$ cat src/sv/tssf_pkg.sv
package tssf_pkg;

	localparam int COORD_W = 16;
	localparam int ROW_W   = 6;
	localparam int NUM_W   = COORD_W + ROW_W;
	localparam int Q_W     = COORD_W + 2;
	localparam int CNT_W   = $clog2(NUM_W);

	localparam logic [COORD_W-1:0] PAINT_WHITE = 16'hFFFF;

	typedef struct packed {
		logic               go;
		logic               neg;
		logic [NUM_W-1:0]   num;
		logic [COORD_W-1:0] den;
	} tssf_div_req_t;

	typedef struct packed {
		logic                  done;
		logic signed [Q_W-1:0] q;
	} tssf_div_rsp_t;

endpackage

$ cat src/sv/triangle_scanline_span_fill.sv
// Filled-triangle span generator. Pulse start while busy is low to load one
// triangle (three vertices and a paint word); busy stays high until the last
// span has been issued. Each on-screen row from the top to the bottom vertex
// gives one span, shown for exactly one cycle with strobe high; the receiver
// cannot hold spans off, so it must take every strobe. The final span of a
// triangle carries last. Flat triangles and triangles wholly below the screen
// give no span. Both span ends come from one shared divider that yields one
// quotient bit per cycle, so each row runs two divisions in turn, long edge
// then short edge, before its span is issued; a row on a flat half runs only
// the long-edge division.
module triangle_scanline_span_fill #(
	parameter int SCREEN_ROWS = 64
) (
	input  logic                          clk,
	input  logic                          arst_n,
	input  logic                          start,
	output logic                          busy,
	input  logic [tssf_pkg::COORD_W-1:0]  ax,
	input  logic [tssf_pkg::COORD_W-1:0]  ay,
	input  logic [tssf_pkg::COORD_W-1:0]  bx,
	input  logic [tssf_pkg::COORD_W-1:0]  by,
	input  logic [tssf_pkg::COORD_W-1:0]  cx,
	input  logic [tssf_pkg::COORD_W-1:0]  cy,
	input  logic [tssf_pkg::COORD_W-1:0]  paint,
	output logic                          strobe,
	output logic [tssf_pkg::ROW_W-1:0]    row,
	output logic [tssf_pkg::COORD_W-1:0]  span_start,
	output logic [tssf_pkg::COORD_W-1:0]  span_end,
	output logic                          ink,
	output logic                          last
);
	import tssf_pkg::*;

	localparam logic [COORD_W-1:0] ROW_MAX = COORD_W'(SCREEN_ROWS - 1);

	typedef enum logic [2:0] {ST_IDLE, ST_CHECK, ST_MUL, ST_DIV, ST_EMIT} state_t;

	state_t              state_q;
	logic [COORD_W-1:0]  x1_q, y1_q, x2_q, y2_q, x3_q, y3_q;
	logic                ink_q;
	logic [ROW_W-1:0]    y_q, ye_q;
	logic                edge_q;
	logic [COORD_W-1:0]  xa_q, xl_q, xs_q;
	logic                go_q, neg_q;
	logic [NUM_W-1:0]    num_q;
	logic [COORD_W-1:0]  den_q;

	logic                strobe_q, last_q, ink_out_q;
	logic [ROW_W-1:0]    row_q;
	logic [COORD_W-1:0]  lo_q, hi_q;

	// sort
	logic [COORD_W-1:0]  s1x, s1y, s2x, s2y, s3x, s3y, t;

	// edge select
	logic [COORD_W-1:0]  sxa, sya, sxb, syb, sden, smag;
	logic                sneg;
	logic [ROW_W-1:0]    sdy;
	logic [COORD_W-1:0]  yend;
	logic signed [Q_W-1:0] xsum;

	tssf_div_req_t req;
	tssf_div_rsp_t rsp;

	always_comb begin
		s1x = ax; s1y = ay; s2x = bx; s2y = by; s3x = cx; s3y = cy;
		t = '0;
		if (s1y > s2y) begin
			t = s1x; s1x = s2x; s2x = t;
			t = s1y; s1y = s2y; s2y = t;
		end
		if (s2y > s3y) begin
			t = s2x; s2x = s3x; s3x = t;
			t = s2y; s2y = s3y; s3y = t;
		end
		if (s1y > s2y) begin
			t = s1x; s1x = s2x; s2x = t;
			t = s1y; s1y = s2y; s2y = t;
		end
	end

	always_comb begin
		if (!edge_q) begin
			sxa = x1_q; sya = y1_q; sxb = x3_q; syb = y3_q;
		end else if ({{(COORD_W-ROW_W){1'b0}}, y_q} <= y2_q) begin
			sxa = x1_q; sya = y1_q; sxb = x2_q; syb = y2_q;
		end else begin
			sxa = x2_q; sya = y2_q; sxb = x3_q; syb = y3_q;
		end
		sden = syb - sya;
		sdy  = y_q - sya[ROW_W-1:0];
		sneg = sxb < sxa;
		smag = sneg ? sxa - sxb : sxb - sxa;
	end

	assign yend = (y3_q < ROW_MAX) ? y3_q : ROW_MAX;
	assign xsum = $signed({2'b00, xa_q}) + rsp.q;

	assign req.go  = go_q;
	assign req.neg = neg_q;
	assign req.num = num_q;
	assign req.den = den_q;

	tssf_div u_div (
		.clk    (clk),
		.arst_n (arst_n),
		.req    (req),
		.rsp    (rsp)
	);

	always_ff @(posedge clk or negedge arst_n) begin
		if (!arst_n) begin
			state_q   <= ST_IDLE;
			x1_q <= '0; y1_q <= '0; x2_q <= '0; y2_q <= '0; x3_q <= '0; y3_q <= '0;
			ink_q     <= 1'b0;
			y_q       <= '0;
			ye_q      <= '0;
			edge_q    <= 1'b0;
			xa_q      <= '0;
			xl_q      <= '0;
			xs_q      <= '0;
			go_q      <= 1'b0;
			neg_q     <= 1'b0;
			num_q     <= '0;
			den_q     <= '0;
			strobe_q  <= 1'b0;
			last_q    <= 1'b0;
			ink_out_q <= 1'b0;
			row_q     <= '0;
			lo_q      <= '0;
			hi_q      <= '0;
		end else begin
			strobe_q <= 1'b0;
			go_q     <= 1'b0;
			unique case (state_q)
				ST_IDLE: begin
					if (start) begin
						x1_q <= s1x; y1_q <= s1y;
						x2_q <= s2x; y2_q <= s2y;
						x3_q <= s3x; y3_q <= s3y;
						ink_q   <= (paint == PAINT_WHITE);
						state_q <= ST_CHECK;
					end
				end
				ST_CHECK: begin
					if (y1_q == y3_q || y1_q > yend) begin
						state_q <= ST_IDLE;
					end else begin
						y_q     <= y1_q[ROW_W-1:0];
						ye_q    <= yend[ROW_W-1:0];
						edge_q  <= 1'b0;
						state_q <= ST_MUL;
					end
				end
				ST_MUL: begin
					if (sden == '0) begin
						// flat half: short end sits on the upper vertex
						xs_q    <= sxa;
						state_q <= ST_EMIT;
					end else begin
						num_q   <= NUM_W'(smag) * NUM_W'(sdy);
						neg_q   <= sneg;
						den_q   <= sden;
						xa_q    <= sxa;
						go_q    <= 1'b1;
						state_q <= ST_DIV;
					end
				end
				ST_DIV: begin
					if (rsp.done) begin
						if (!edge_q) begin
							xl_q    <= xsum[COORD_W-1:0];
							edge_q  <= 1'b1;
							state_q <= ST_MUL;
						end else begin
							xs_q    <= xsum[COORD_W-1:0];
							state_q <= ST_EMIT;
						end
					end
				end
				ST_EMIT: begin
					strobe_q  <= 1'b1;
					row_q     <= y_q;
					lo_q      <= (xl_q < xs_q) ? xl_q : xs_q;
					hi_q      <= (xl_q > xs_q) ? xl_q : xs_q;
					ink_out_q <= ink_q;
					last_q    <= (y_q == ye_q);
					if (y_q == ye_q) begin
						state_q <= ST_IDLE;
					end else begin
						y_q     <= y_q + 1'b1;
						edge_q  <= 1'b0;
						state_q <= ST_MUL;
					end
				end
				default: state_q <= ST_IDLE;
			endcase
		end
	end

	assign busy       = (state_q != ST_IDLE);
	assign strobe     = strobe_q;
	assign row        = row_q;
	assign span_start = lo_q;
	assign span_end   = hi_q;
	assign ink        = ink_out_q;
	assign last       = last_q;

endmodule

$ cat src/sv/tssf_div.sv
module tssf_div (
	input  logic                   clk,
	input  logic                   arst_n,
	input  tssf_pkg::tssf_div_req_t req,
	output tssf_pkg::tssf_div_rsp_t rsp
);
	import tssf_pkg::*;

	typedef enum logic [1:0] {D_IDLE, D_RUN, D_FIX} dstate_t;

	dstate_t                 state_q;
	logic [NUM_W-1:0]        quo_q;
	logic [COORD_W:0]        rem_q;
	logic [COORD_W-1:0]      den_q;
	logic                    neg_q;
	logic [CNT_W-1:0]        cnt_q;
	logic                    done_q;
	logic signed [Q_W-1:0]   q_q;

	logic [COORD_W:0]        rem_sh;
	logic                    fits;
	logic signed [Q_W-1:0]   q_mag;

	// one quotient bit per cycle, restoring
	assign rem_sh = {rem_q[COORD_W-1:0], quo_q[NUM_W-1]};
	assign fits   = rem_sh >= {1'b0, den_q};
	assign q_mag  = $signed({2'b00, quo_q[COORD_W-1:0]});

	always_ff @(posedge clk or negedge arst_n) begin
		if (!arst_n) begin
			state_q <= D_IDLE;
			quo_q   <= '0;
			rem_q   <= '0;
			den_q   <= '0;
			neg_q   <= 1'b0;
			cnt_q   <= '0;
			done_q  <= 1'b0;
			q_q     <= '0;
		end else begin
			done_q <= 1'b0;
			unique case (state_q)
				D_IDLE: begin
					if (req.go) begin
						quo_q   <= req.num;
						den_q   <= req.den;
						neg_q   <= req.neg;
						rem_q   <= '0;
						cnt_q   <= CNT_W'(NUM_W - 1);
						state_q <= D_RUN;
					end
				end
				D_RUN: begin
					rem_q <= fits ? rem_sh - {1'b0, den_q} : rem_sh;
					quo_q <= {quo_q[NUM_W-2:0], fits};
					if (cnt_q == '0)
						state_q <= D_FIX;
					else
						cnt_q <= cnt_q - 1'b1;
				end
				D_FIX: begin
					// floor for negative numerators
					if (neg_q)
						q_q <= -q_mag - Q_W'(rem_q != '0);
					else
						q_q <= q_mag;
					done_q  <= 1'b1;
					state_q <= D_IDLE;
				end
				default: state_q <= D_IDLE;
			endcase
		end
	end

	assign rsp.done = done_q;
	assign rsp.q    = q_q;

endmodule

$ cat config.mk
export PLATFORM = sky130hd
export DESIGN_NAME = triangle_scanline_span_fill
export DESIGN_NICKNAME = d
export VERILOG_FILES = /design/src/sv/tssf_pkg.sv /design/src/sv/triangle_scanline_span_fill.sv /design/src/sv/tssf_div.sv
export SDC_FILE = /design/constraint.sdc
export NUM_CORES = 1
export LEC_CHECK = 0
export ABC_AREA = 1
export BUFFER_PORTS_ARGS = -buffer_cell sky130_fd_sc_hd__buf_4
export CORE_UTILIZATION = 50
export CTS_CLUSTER_SIZE = 12
export DETAILED_ROUTE_END_ITERATION = 7
export GPL_ROUTABILITY_DRIVEN = 0
export GPL_TIMING_DRIVEN = 0
export MAX_ROUTING_LAYER = met4
export PLACE_DENSITY = 0.67
export SLEW_MARGIN = 20
export SYNTH_ARGS = -nofsm -noshare
export SYNTH_HDL_FRONTEND = slang
export SYNTH_SLANG_ARGS = --single-unit
$ cat constraint.sdc
create_clock -name clk -period 14.95 [get_ports clk]
set_clock_uncertainty 0.15 [all_clocks]
set_input_delay 3.7375 -clock clk [delete_from_list [all_inputs] [get_ports clk]]
set_output_delay 3.7375 -clock clk [all_outputs]
set_load 0.005 [all_outputs]
# Word-level counts from Yosys, hierarchy flattened
# Cells that the tools add are included.
# W data, S select, Z words.
word_totals:
  output_inout_bits: 42
  in_bits: 115
  elab_cells: 155
  reg_bits: 322
op_classes:
  eq_ne: 18
  addsub: 10
  n_bitwise: 3
  n_mux: 58
  mul: 1
  order_cmp: 10
  n_reduce_logical: 23
op_table:
  columns: ["cell", "n"]
  rows:
  - ["$mux W16", 28]
  - ["$gt A16 B16 Y1", 5]
  - ["$sub A16 B16 Y16", 3]
  - ["$pmux W22 S2", 1]
  - ["$mux W17", 2]
  - ["$pmux W17 S2", 1]
  - ["$lt A16 B16 Y1", 2]
  - ["$pmux W16 S2", 1]
  - ["$mul A16 B6 Y22", 1]
  - ["$mux W22", 1]
  - ["$ge A17 B16 Y1", 1]
  - ["$reduce_bool A17 Y1", 1]
  - ["$sub A17 B16 Y17", 1]
  - ["$add A16 B16 Y16", 1]
  - ["$eq A16 B16 Y1", 1]
  - ["$eq A16 B16 Y1 const B", 1]
  - ["$le A6 B16 Y1", 1]
  - ["$logic_not A16 Y1", 1]
  - ["$lt A16 B6 Y1 const B", 1]
  - ["$neg A16 Y16", 1]
  - ["$sub A16 B1 Y16", 1]
  - ["$pmux W3 S5", 1]
  - ["$ne A2 B2 Y1 const B", 7]
  - ["$reduce_and A2 Y1", 7]
  - ["28 further kinds", 52]

# Longest topological paths before layout
# Gate-level depths: netlist (run 1).
logic_depth:
  ltp_word: 7
  ltp_mapped: 46
  depth_no_buf: 44

# By module
# A second synthesis (run 1) with hierarchy kept.
hier_totals:
  hier_cells: 3761
  area_unflattened_um2: 26912.1
modules_own_cells:
  columns: ["mod", "cells_each", "seq_area_each_um2", "instances", "area_each_um2"]
  rows:
  - ["triangle_scanline_span_fill", 2969, 6055.8, 1, 21185.3]
  - ["tssf_div", 792, 2052.0, 1, 5726.7]

# Least setup slack after synthesis (run 1)
# No wires, ideal clock.
synth_timing:
  path_type: "input to register"
  from: "input by[3] (netlist name)"
  to: "register x2_q[0]"
  path_stages: 36
  setup_ns: 0.116
  path_slack_ns: 6.276
  n_path_buf: 4
  arrival_time_ns: 8.407
  t_required_ns: 14.684
  cell_sequence: "inv_1 > ha_1 > a21oi_1 > a21boi_0 > o221ai_1 > nand2_1 > nand2_1 > nand2_1 > clkbuf_1 > nand2_1 > and2_1 > ha_1 > nand2_1 > o21a_1 > o221ai_1 > nand2_1 > nand2_1 > nand2_1 > inv_1 > clkbuf_1 > nand2_1 > and2_1 > ha_1 > nand2_1 > o21ai_0 > nand2_1 > o211ai_1 > nand2_1 > a21oi_1 > buf_2 > buf_1 > nand3_1 > nand2_1 > inv_1 > nand2_1 > nand2_1"
synth_via:
  elab_chain_cells: 6
  elab_cells_between_ends: 10
  classes_between: "3 x order compare; 7 x mux"
synth_lines:
  columns: ["item", "line_no", "text"]
  rows:
  - ["from (decl)", "triangle_scanline_span_fill.sv:21", "input logic [tssf_pkg::COORD_W-1:0] by,"]
  - ["$gt A16 B16 Y1", "triangle_scanline_span_fill.sv:68", "if (s1y > s2y) begin"]
  - ["$mux W16", "triangle_scanline_span_fill.sv:68", null]
  - ["$gt A16 B16 Y1", "triangle_scanline_span_fill.sv:72", "if (s2y > s3y) begin"]
  - ["$mux W16", "triangle_scanline_span_fill.sv:72", null]
  - ["$gt A16 B16 Y1", "triangle_scanline_span_fill.sv:76", "if (s1y > s2y) begin"]
  - ["$mux W16 (*)", "triangle_scanline_span_fill.sv:76", null]
  - ["to (signal assigned)", "triangle_scanline_span_fill.sv:114", "x1_q <= '0; y1_q <= '0; x2_q <= '0; y2_q <= '0; x3_q <= '0; y3_q <= '0;"]
  - ["to (signal assigned)", "triangle_scanline_span_fill.sv:139", "x2_q <= s2x; y2_q <= s2y;"]
  - ["to (decl)", "triangle_scanline_span_fill.sv:39", "logic [COORD_W-1:0] x1_q, y1_q, x2_q, y2_q, x3_q, y3_q;"]
# Mark *: on every way between the ends. The rest lies on a longest branch, timed or not.
# A chain may end at the register's enable or synchronous reset.

# Final worst setup path (run 1)
layout_timing:
  from: "input ay[3] (netlist name)"
  to: "register x2_q[15]"
layout_via:
  elab_chain_cells: 6
  elab_cells_between_ends: 10
  classes_between: "3 x order compare; 7 x mux"
layout_lines:
  columns: ["item", "line_no", "text"]
  rows:
  - ["from (decl)", "triangle_scanline_span_fill.sv:19", "input logic [tssf_pkg::COORD_W-1:0] ay,"]
  - ["$gt A16 B16 Y1", "triangle_scanline_span_fill.sv:68", null]
  - ["$mux W16", "triangle_scanline_span_fill.sv:68", null]
  - ["$gt A16 B16 Y1", "triangle_scanline_span_fill.sv:72", null]
  - ["$mux W16", "triangle_scanline_span_fill.sv:72", null]
  - ["$gt A16 B16 Y1", "triangle_scanline_span_fill.sv:76", null]
  - ["$mux W16 (*)", "triangle_scanline_span_fill.sv:76", null]
# Marked as above.

==> results of run 1 <==
through the flow:
step                setup slack [ps]  total power, W
floorplan                       6280         0.00114
global placement                4690         0.00126
detailed placement              4740         0.00127
CTS                             5310         0.00217
global route                    4710         0.00225
finish                          5180         0.00216
worst max-delay path: cells and delay by family:
kind,cells,cell delay [ps]
and+or+nand+nor,16,2150
buffers and inverters,6,1880
AOI/OAI and AO/OA,10,1370
adders and majority gates,3,900
registers in the layout (all words and copies together), names as in the netlist, 2 cells and up:
register and cells:
num_q 22, u_div.quo_q 22, u_div.rem_q 17, den_q 16
span_end 16, span_start 16, u_div.den_q 16, u_div.q_q 16
x1_q 16, x2_q 16, x3_q 16, xa_q 16
xl_q 16, xs_q 16, y1_q 16, y2_q 16
y3_q 16, row 6, y_q 6, ye_q 6
u_div.cnt_q 5, state_q 3, u_div.state_q 2
routing by layer:
layer,GRT usage (%),wire (um)
met4,8.13,1970
met1,41.9,36900
met2,48.8,36400
met3,3.60,4800
met5,-,0
logic make-up after synthesis:
group | Yosys count | synth area share, %
AO/OA/AOI/OAI | 667 | 13.4
XOR/XNOR | 86 | 2.85
adder cells (fa/ha/maj) | 281 | 14.9
buffers and inverters | 663 | 9.60
flip-flops | 322 | 30.2
multiplexers | 4 | 0.169
other | 1 | 0.0141
AND/OR/NAND/NOR | 1830 | 28.8
cells in the mapped netlist, types with 19 or more instances:
library cell	instances	share of area, %
o21ai_0	318	6.0
nand4_1	30	0.70
o21ai_1	28	0.53
nand3_1	355	6.7
buf_2	19	0.36
xnor2_1	35	1.1
and2_1	36	0.84
nor3_1	19	0.36
a21oi_1	225	4.2
a22oi_1	22	0.62
ha_1	218	10
clkbuf_1	101	1.4
fa_1	63	4.7
xor2_1	50	1.6
nand2_1	1114	16
buf_1	24	0.34
inv_1	504	7.1
nor2_1	216	3.0
dfrtp_1	322	30
path summary, 6_finish.rpt:
kind	startpoint	to	slack (ps)
hold / removal	x1_q[13]	x1_q[13]	320
hold reg to reg	x1_q[13]	x1_q[13]	320
min in group asynchronous	arst_n	span_start[12]	2920
setup reg to reg	y_q[0]	num_q[19]	6130
max in group asynchronous	arst_n	x3_q[3]	9970
setup / recovery	ay[3]	x2_q[15]	5180
layout make-up:
| class | instances | area, um^2 |
|---|---|---|
| Fill cell | 5176 | 22600 |
| Multi-Input combinational cell | 2878 | 16100 |
| Sequential cell | 322 | 8060 |
| Inverter | 512 | 1920 |
| Timing Repair Buffer | 160 | 1290 |
| Clock buffer | 52 | 1050 |
| Tap cell | 688 | 861 |
| Buffer | 151 | 639 |
| Clock inverter | 13 | 141 |
| Antenna cell | 2 | 5.00 |
power groups by stage:
| stage | logic (W) | registers, W | clock network [W] |
|---|---|---|---|
| 2_1_floorplan | 0.000248 | 0.000888 | 0 |
| 3_3_place_gp | 0.000373 | 0.000888 | 0 |
| 3_5_place_dp | 0.000378 | 0.000887 | 0 |
| 4_1_cts | 0.000380 | 0.000872 | 0.000922 |
| 5_1_grt | 0.000431 | 0.000871 | 0.000951 |
| 6_report | 0.000386 | 0.000872 | 0.000901 |
==> metrics.txt, run 1 <==
Most common cell on crit path nand2_1; clock root cell clkbuf_16; Vias 25600; sequential share of power 40.4%; Max IR drop VDD slightly below 0.06 mV; Post-Layout Cell Count 4778; Final period util 65.3%; post-DP HPWL 65300 um; Synth Instances approximately 3900; Worst Setup Start Kind input port; final instance area approximately 30000 um^2; failing checks design-rule violations; combinational power share 17.9%; Pint 0.00153 W; TritonCTS Sinks 322; FF-to-FF path depth 38; Post-Place Cells 4711; I/O pins 157; Post-synth EDFFs 0; Rel. slew slack ~8.0%; GRT overflow 0; Post-DP Area 28900 um^2; Static Leak roughly 17 nW; commonest non-fill, non-tap cell in the layout nand2_1; kind of critical path in2reg; Post-CTS Resized 0; min-delay worst type reg2reg; Max Slew Vio Count 0; drt pass-1 iters 8; minimum clock period 9770 ps; clock slew at reported path FFs 60 ps; # port buffers 156; Net Sw Frac 29.2%; first-pass GRT wire length 129000 um; highest clock rate 102 MHz; DRT iter0 DRCs 1975; H-tree Lvls 2; CTS tree done; Clk network pwr share 41.8%; hold-fix buffers at CTS 0; final net count 4458; register bit total from synthesis 322; WL/cell 16.8 um; mapped cell area 26700 um^2; outcome finished, violations left; Async SR Flop Fraction 100%; Synth Area per Inst 6.92 um^2; library cells used by synthesis 54; setup_tns 0 ps; Net Sw Power 0.000629 W; Initial Util ~51%; worst-path fanout max 10; FP Rows 84; cts bufs inserted 37; total number of yosys warnings 0; unrepaired setup endpoints after global routing false; full die area 54300 um^2; Top FF cell, synth dfrtp_1; Max-Cap Viols 0; via/cell ratio 5.36; Total Routing Usage GR 30.9%; Crit path largest cell delay 540 ps; core box area 52700 um^2; Setup crit end kind flop; die height 233 um; Final Util a little under three fifths; Synth-to-Final Area Change 12.7%; Critical Path RT 15240 ps; hold_ws around 320 ps; Worst EP arrival roughly 10000 ps; Post-DRT Antenna Nets 0; Final Hold Violating Endpoints 0; Slowest cell on crit path clkbuf_1; drt total wl ~80000 um; Worst-Margin Slew 1370 ps; most frequent cells in the layout nand2_1 (1114), inv_1 (504), nand3_1 (355), dfrtp_1 (322), o21ai_0 (314); Die W 233 um; endpoints failing setup 0; initial antenna violation count 1; DRC 1; hold depth 2; clock latency on the worst-skew pair roughly 570 ps; largest net degree at the start of global routing 90; vias in the first global route 24300; Cell Pwr Density about 72 nW/um^2; layout cell share with drive strength beyond 1 7.07%; CTS Buffer Depth 3; post-CTS setup buffer count 0; post-synthesis sequential area ratio 30.2%
No activity file was read; power rests on OpenSTA's default activity.
==> run 2: changes to the inputs <==
--- a/config.mk
+++ b/config.mk
@@ -5,7 +5,7 @@
 export SDC_FILE = /design/constraint.sdc
 export NUM_CORES = 1
 export LEC_CHECK = 0
-export ABC_AREA = 1
+export ABC_AREA = 0
 export BUFFER_PORTS_ARGS = -buffer_cell sky130_fd_sc_hd__buf_4
 export CORE_UTILIZATION = 50
 export CTS_CLUSTER_SIZE = 12
@@ -13,7 +13,7 @@
 export GPL_ROUTABILITY_DRIVEN = 0
 export GPL_TIMING_DRIVEN = 0
 export MAX_ROUTING_LAYER = met4
-export PLACE_DENSITY = 0.67
+export PLACE_DENSITY = 0.69
 export SLEW_MARGIN = 20
 export SYNTH_ARGS = -nofsm -noshare
 export SYNTH_HDL_FRONTEND = slang
==> constraint.sdc (replaced) <==
create_clock -name clk -period 8.4 [get_ports clk]
set_clock_uncertainty 0.15 [all_clocks]
set_input_delay 2.1 -clock clk [delete_from_list [all_inputs] [get_ports clk]]
set_output_delay 2.1 -clock clk [all_outputs]
set_load 0.005 [all_outputs]
==> metrics.txt, run 2 <==
outcome finished, violations left; failing checks negative setup slack; final net count 3594; hold-fix buffers at CTS 0; clock latency on the worst-skew pair 580 ps; setup_tns -44.4 ps; largest net degree at the start of global routing 103; area occupied by multi-input gates 16900 um^2; Final period util 101%; most common cell in the netlist dfrtp_1; commonest non-fill, non-tap cell in the layout dfrtp_1; I/O pins 157; Rel. slew slack 26.7%; Post-synth top cells dfrtp_1 (322), nand2_1 (292), nor2_1 (272); highest clock rate between 100 and 150 MHz; post-synthesis sequential area ratio 31.7%; main combinational cell family by area after synthesis compound AO/OA/AOI/OAI gates; Total Routing Usage GR 30.9%; Top FF cell, synth dfrtp_1; H-tree Lvls 2; Vias around 23000; FP Rows 82; minimum clock period 8440 ps; WL/cell 20.0 um; Crit path largest cell delay 580 ps; register area 8070 um^2; GRT overflow 0; leading area contributor after synthesis dfrtp_1; initial antenna violation count 4; post-DP HPWL 59600 um; endpoints failing setup 1; vias in the first global route around 23000; Most common cell on crit path fa_1; TritonCTS Sinks between 300 and 400; simple-gate area share of the yosys netlist around 16%; drt pass-1 iters 6; most frequent cells in the layout dfrtp_1 (316), nand2_1 (291), nor2_1 (260), inv_1 (245), buf_4 (224); register bit total from synthesis 322; unrepaired setup endpoints after global routing true; library cells used by synthesis 80; via/cell ratio 6.03; Max-Cap Viols 0; die height about 230 um; synth top area cells dfrtp_1 (32%), ha_1 (11%), fa_1 (5.0%); Synth Area per Inst 8.69 um^2; min-delay worst type reg2reg; CTS Buffer Depth 3; Regs by FF count num_q: 22 flops, u_div.quo_q: 22 flops, u_div.rem_q: 17 flops; Synth Area in Adders 15.7%; Slowest cell on crit path fa_1; Yosys top cell area share 31.7%; # port buffers 156; FILL cells 4229; cts bufs inserted 38; core box area about 50000 um^2; mapped cell area approximately 25000 um^2; Synth Instances 2929; Critical Path RT between 8000 and 9000 ps; Async SR Flop Fraction 100%; Synth-to-Final Area Change 20.3%; DRC 0; Synth Area in XOR/XNOR 3.34%; clock slew at reported path FFs about 60 ps; Max Slew Vio Count 0; drt total wl 77900 um; Final WS setup -44.4 ps; post-synthesis compound-gate area fraction 18.9%; layout cell share with drive strength beyond 1 19.0%; first-pass GRT wire length between 100000 and 150000 um; kind of critical path reg2reg; hold_ws 325 ps; Die W between 200 and 250 um; Worst Setup Start Kind flop; Initial Util 50.7%; Worst EP arrival 8800 ps; clock root cell clkbuf_16; Worst-Margin Slew roughly 1100 ps; Setup crit end kind flop; worst-path fanout max 8; Post-DRT Antenna Nets 0; Post-synth EDFFs 0; CTS tree done; full die area 51800 um^2; multiplexer area fraction after synthesis under 10%; total number of yosys warnings 0; Final Hold Violating Endpoints 0; DRT iter0 DRCs about 2100
-- run 2: cell types whose count changed in the layout (fill, tap and decap cells not counted), moves of 43 or more --
cell / previous run / this run
inv_1: 504 / 245
o21ai_0: 314 / 213
a21o_1: 11 / 78
mux2_2: 4 / 93
nand2_1: 1114 / 291
o221ai_1: 4 / 66
nor3_1: 19 / 62
nand3_1: 355 / 73
buf_4: 156 / 224
a21oi_1: 225 / 122
nor2_1: 216 / 260
mux2i_1: 0 / 82
-- run 2: cell families after synthesis --
| logic type | count (synthesis) |
|---|---|
| AOI/OAI and AO/OA | 735 |
| xor gates and xnor gates | 97 |
| adders and majority gates | 281 |
| buffers and inverters | 399 |
| DFF | 322 |
| muxes | 199 |
| other | 1 |
| and+or+nand+nor | 895 |
-- run 2: per-stage QoR --
step	cells	instance area (um^2)	setup WS, ps	utilization [%]
3_3_place_gp	3766	27500	-1680	54.8
2_1_floorplan	2938	25500	3.72	-
3_5_place_dp	3769	27600	-1810	55.0
6_report	3898	30600	-44.4	61.0
5_1_grt	3898	30600	-329	61.0
4_1_cts	3858	29600	4.18	59.1
-- run 2: critical path, delay by kind of cell, from the launching register on --
family | cells | cell delay [ps]
adders and majority gates | 6 | 2430
AOI/OAI and AO/OA | 8 | 1630
and+or+nand+nor | 8 | 1430
buffers and inverters | 6 | 830
muxes | 3 | 800
xor gates and xnor gates | 2 | 650
DFF | 1 | 460
-- run 2: path summary, 6_finish.rpt --
| check | endpoint | startpoint | cells past startpoint | slack [ps] |
|---|---|---|---|---|
| setup reg to reg | num_q[21] | y_q[1] | 33 | -40 |
| min in group asynchronous | strobe | arst_n | 1 | 1250 |
| hold reg to reg | x3_q[6] | x3_q[6] | 1 | 330 |
| hold / removal | x3_q[6] | x3_q[6] | 1 | 330 |
| max in group asynchronous | num_q[20] | arst_n | 3 | 5650 |
| setup / recovery | num_q[21] | y_q[1] | 33 | -40 |
-- run 2: final cells by class --
type / count / area share [%]
antenna: 2 / 0.0164
timing repair buffer: 228 / 5.95
clock buffer: 50 / 3.48
tap: 672 / 2.75
multi-input combinational: 2217 / 55.3
clock inverter: 16 / 0.871
buffer: 131 / 2.09
inverter: 260 / 3.21
sequential: 322 / 26.4
-- run 2: repair_timing --
item                                    4_1_cts  5_1_grt
setup buffers                                29       40
endpoints found under the setup margin       81       72
resized for setup                           120      167
pin swaps                                    21       77
-- run 2: routing by layer --
metal | up-vias | routed length [um] | track usage, %
met2 | 977 | 36600 | 49.0
met3 | 181 | 5750 | 4.58
met4 | 0 | 2110 | 8.16
met5 | - | 0 | -
li1 | 10900 | - | -
met1 | 11500 | 33500 | 41.2
Power of run 2 is left out: the tool's default activity adds up to more than one toggle a clock period on the data nets, which glitch-free logic cannot reach.
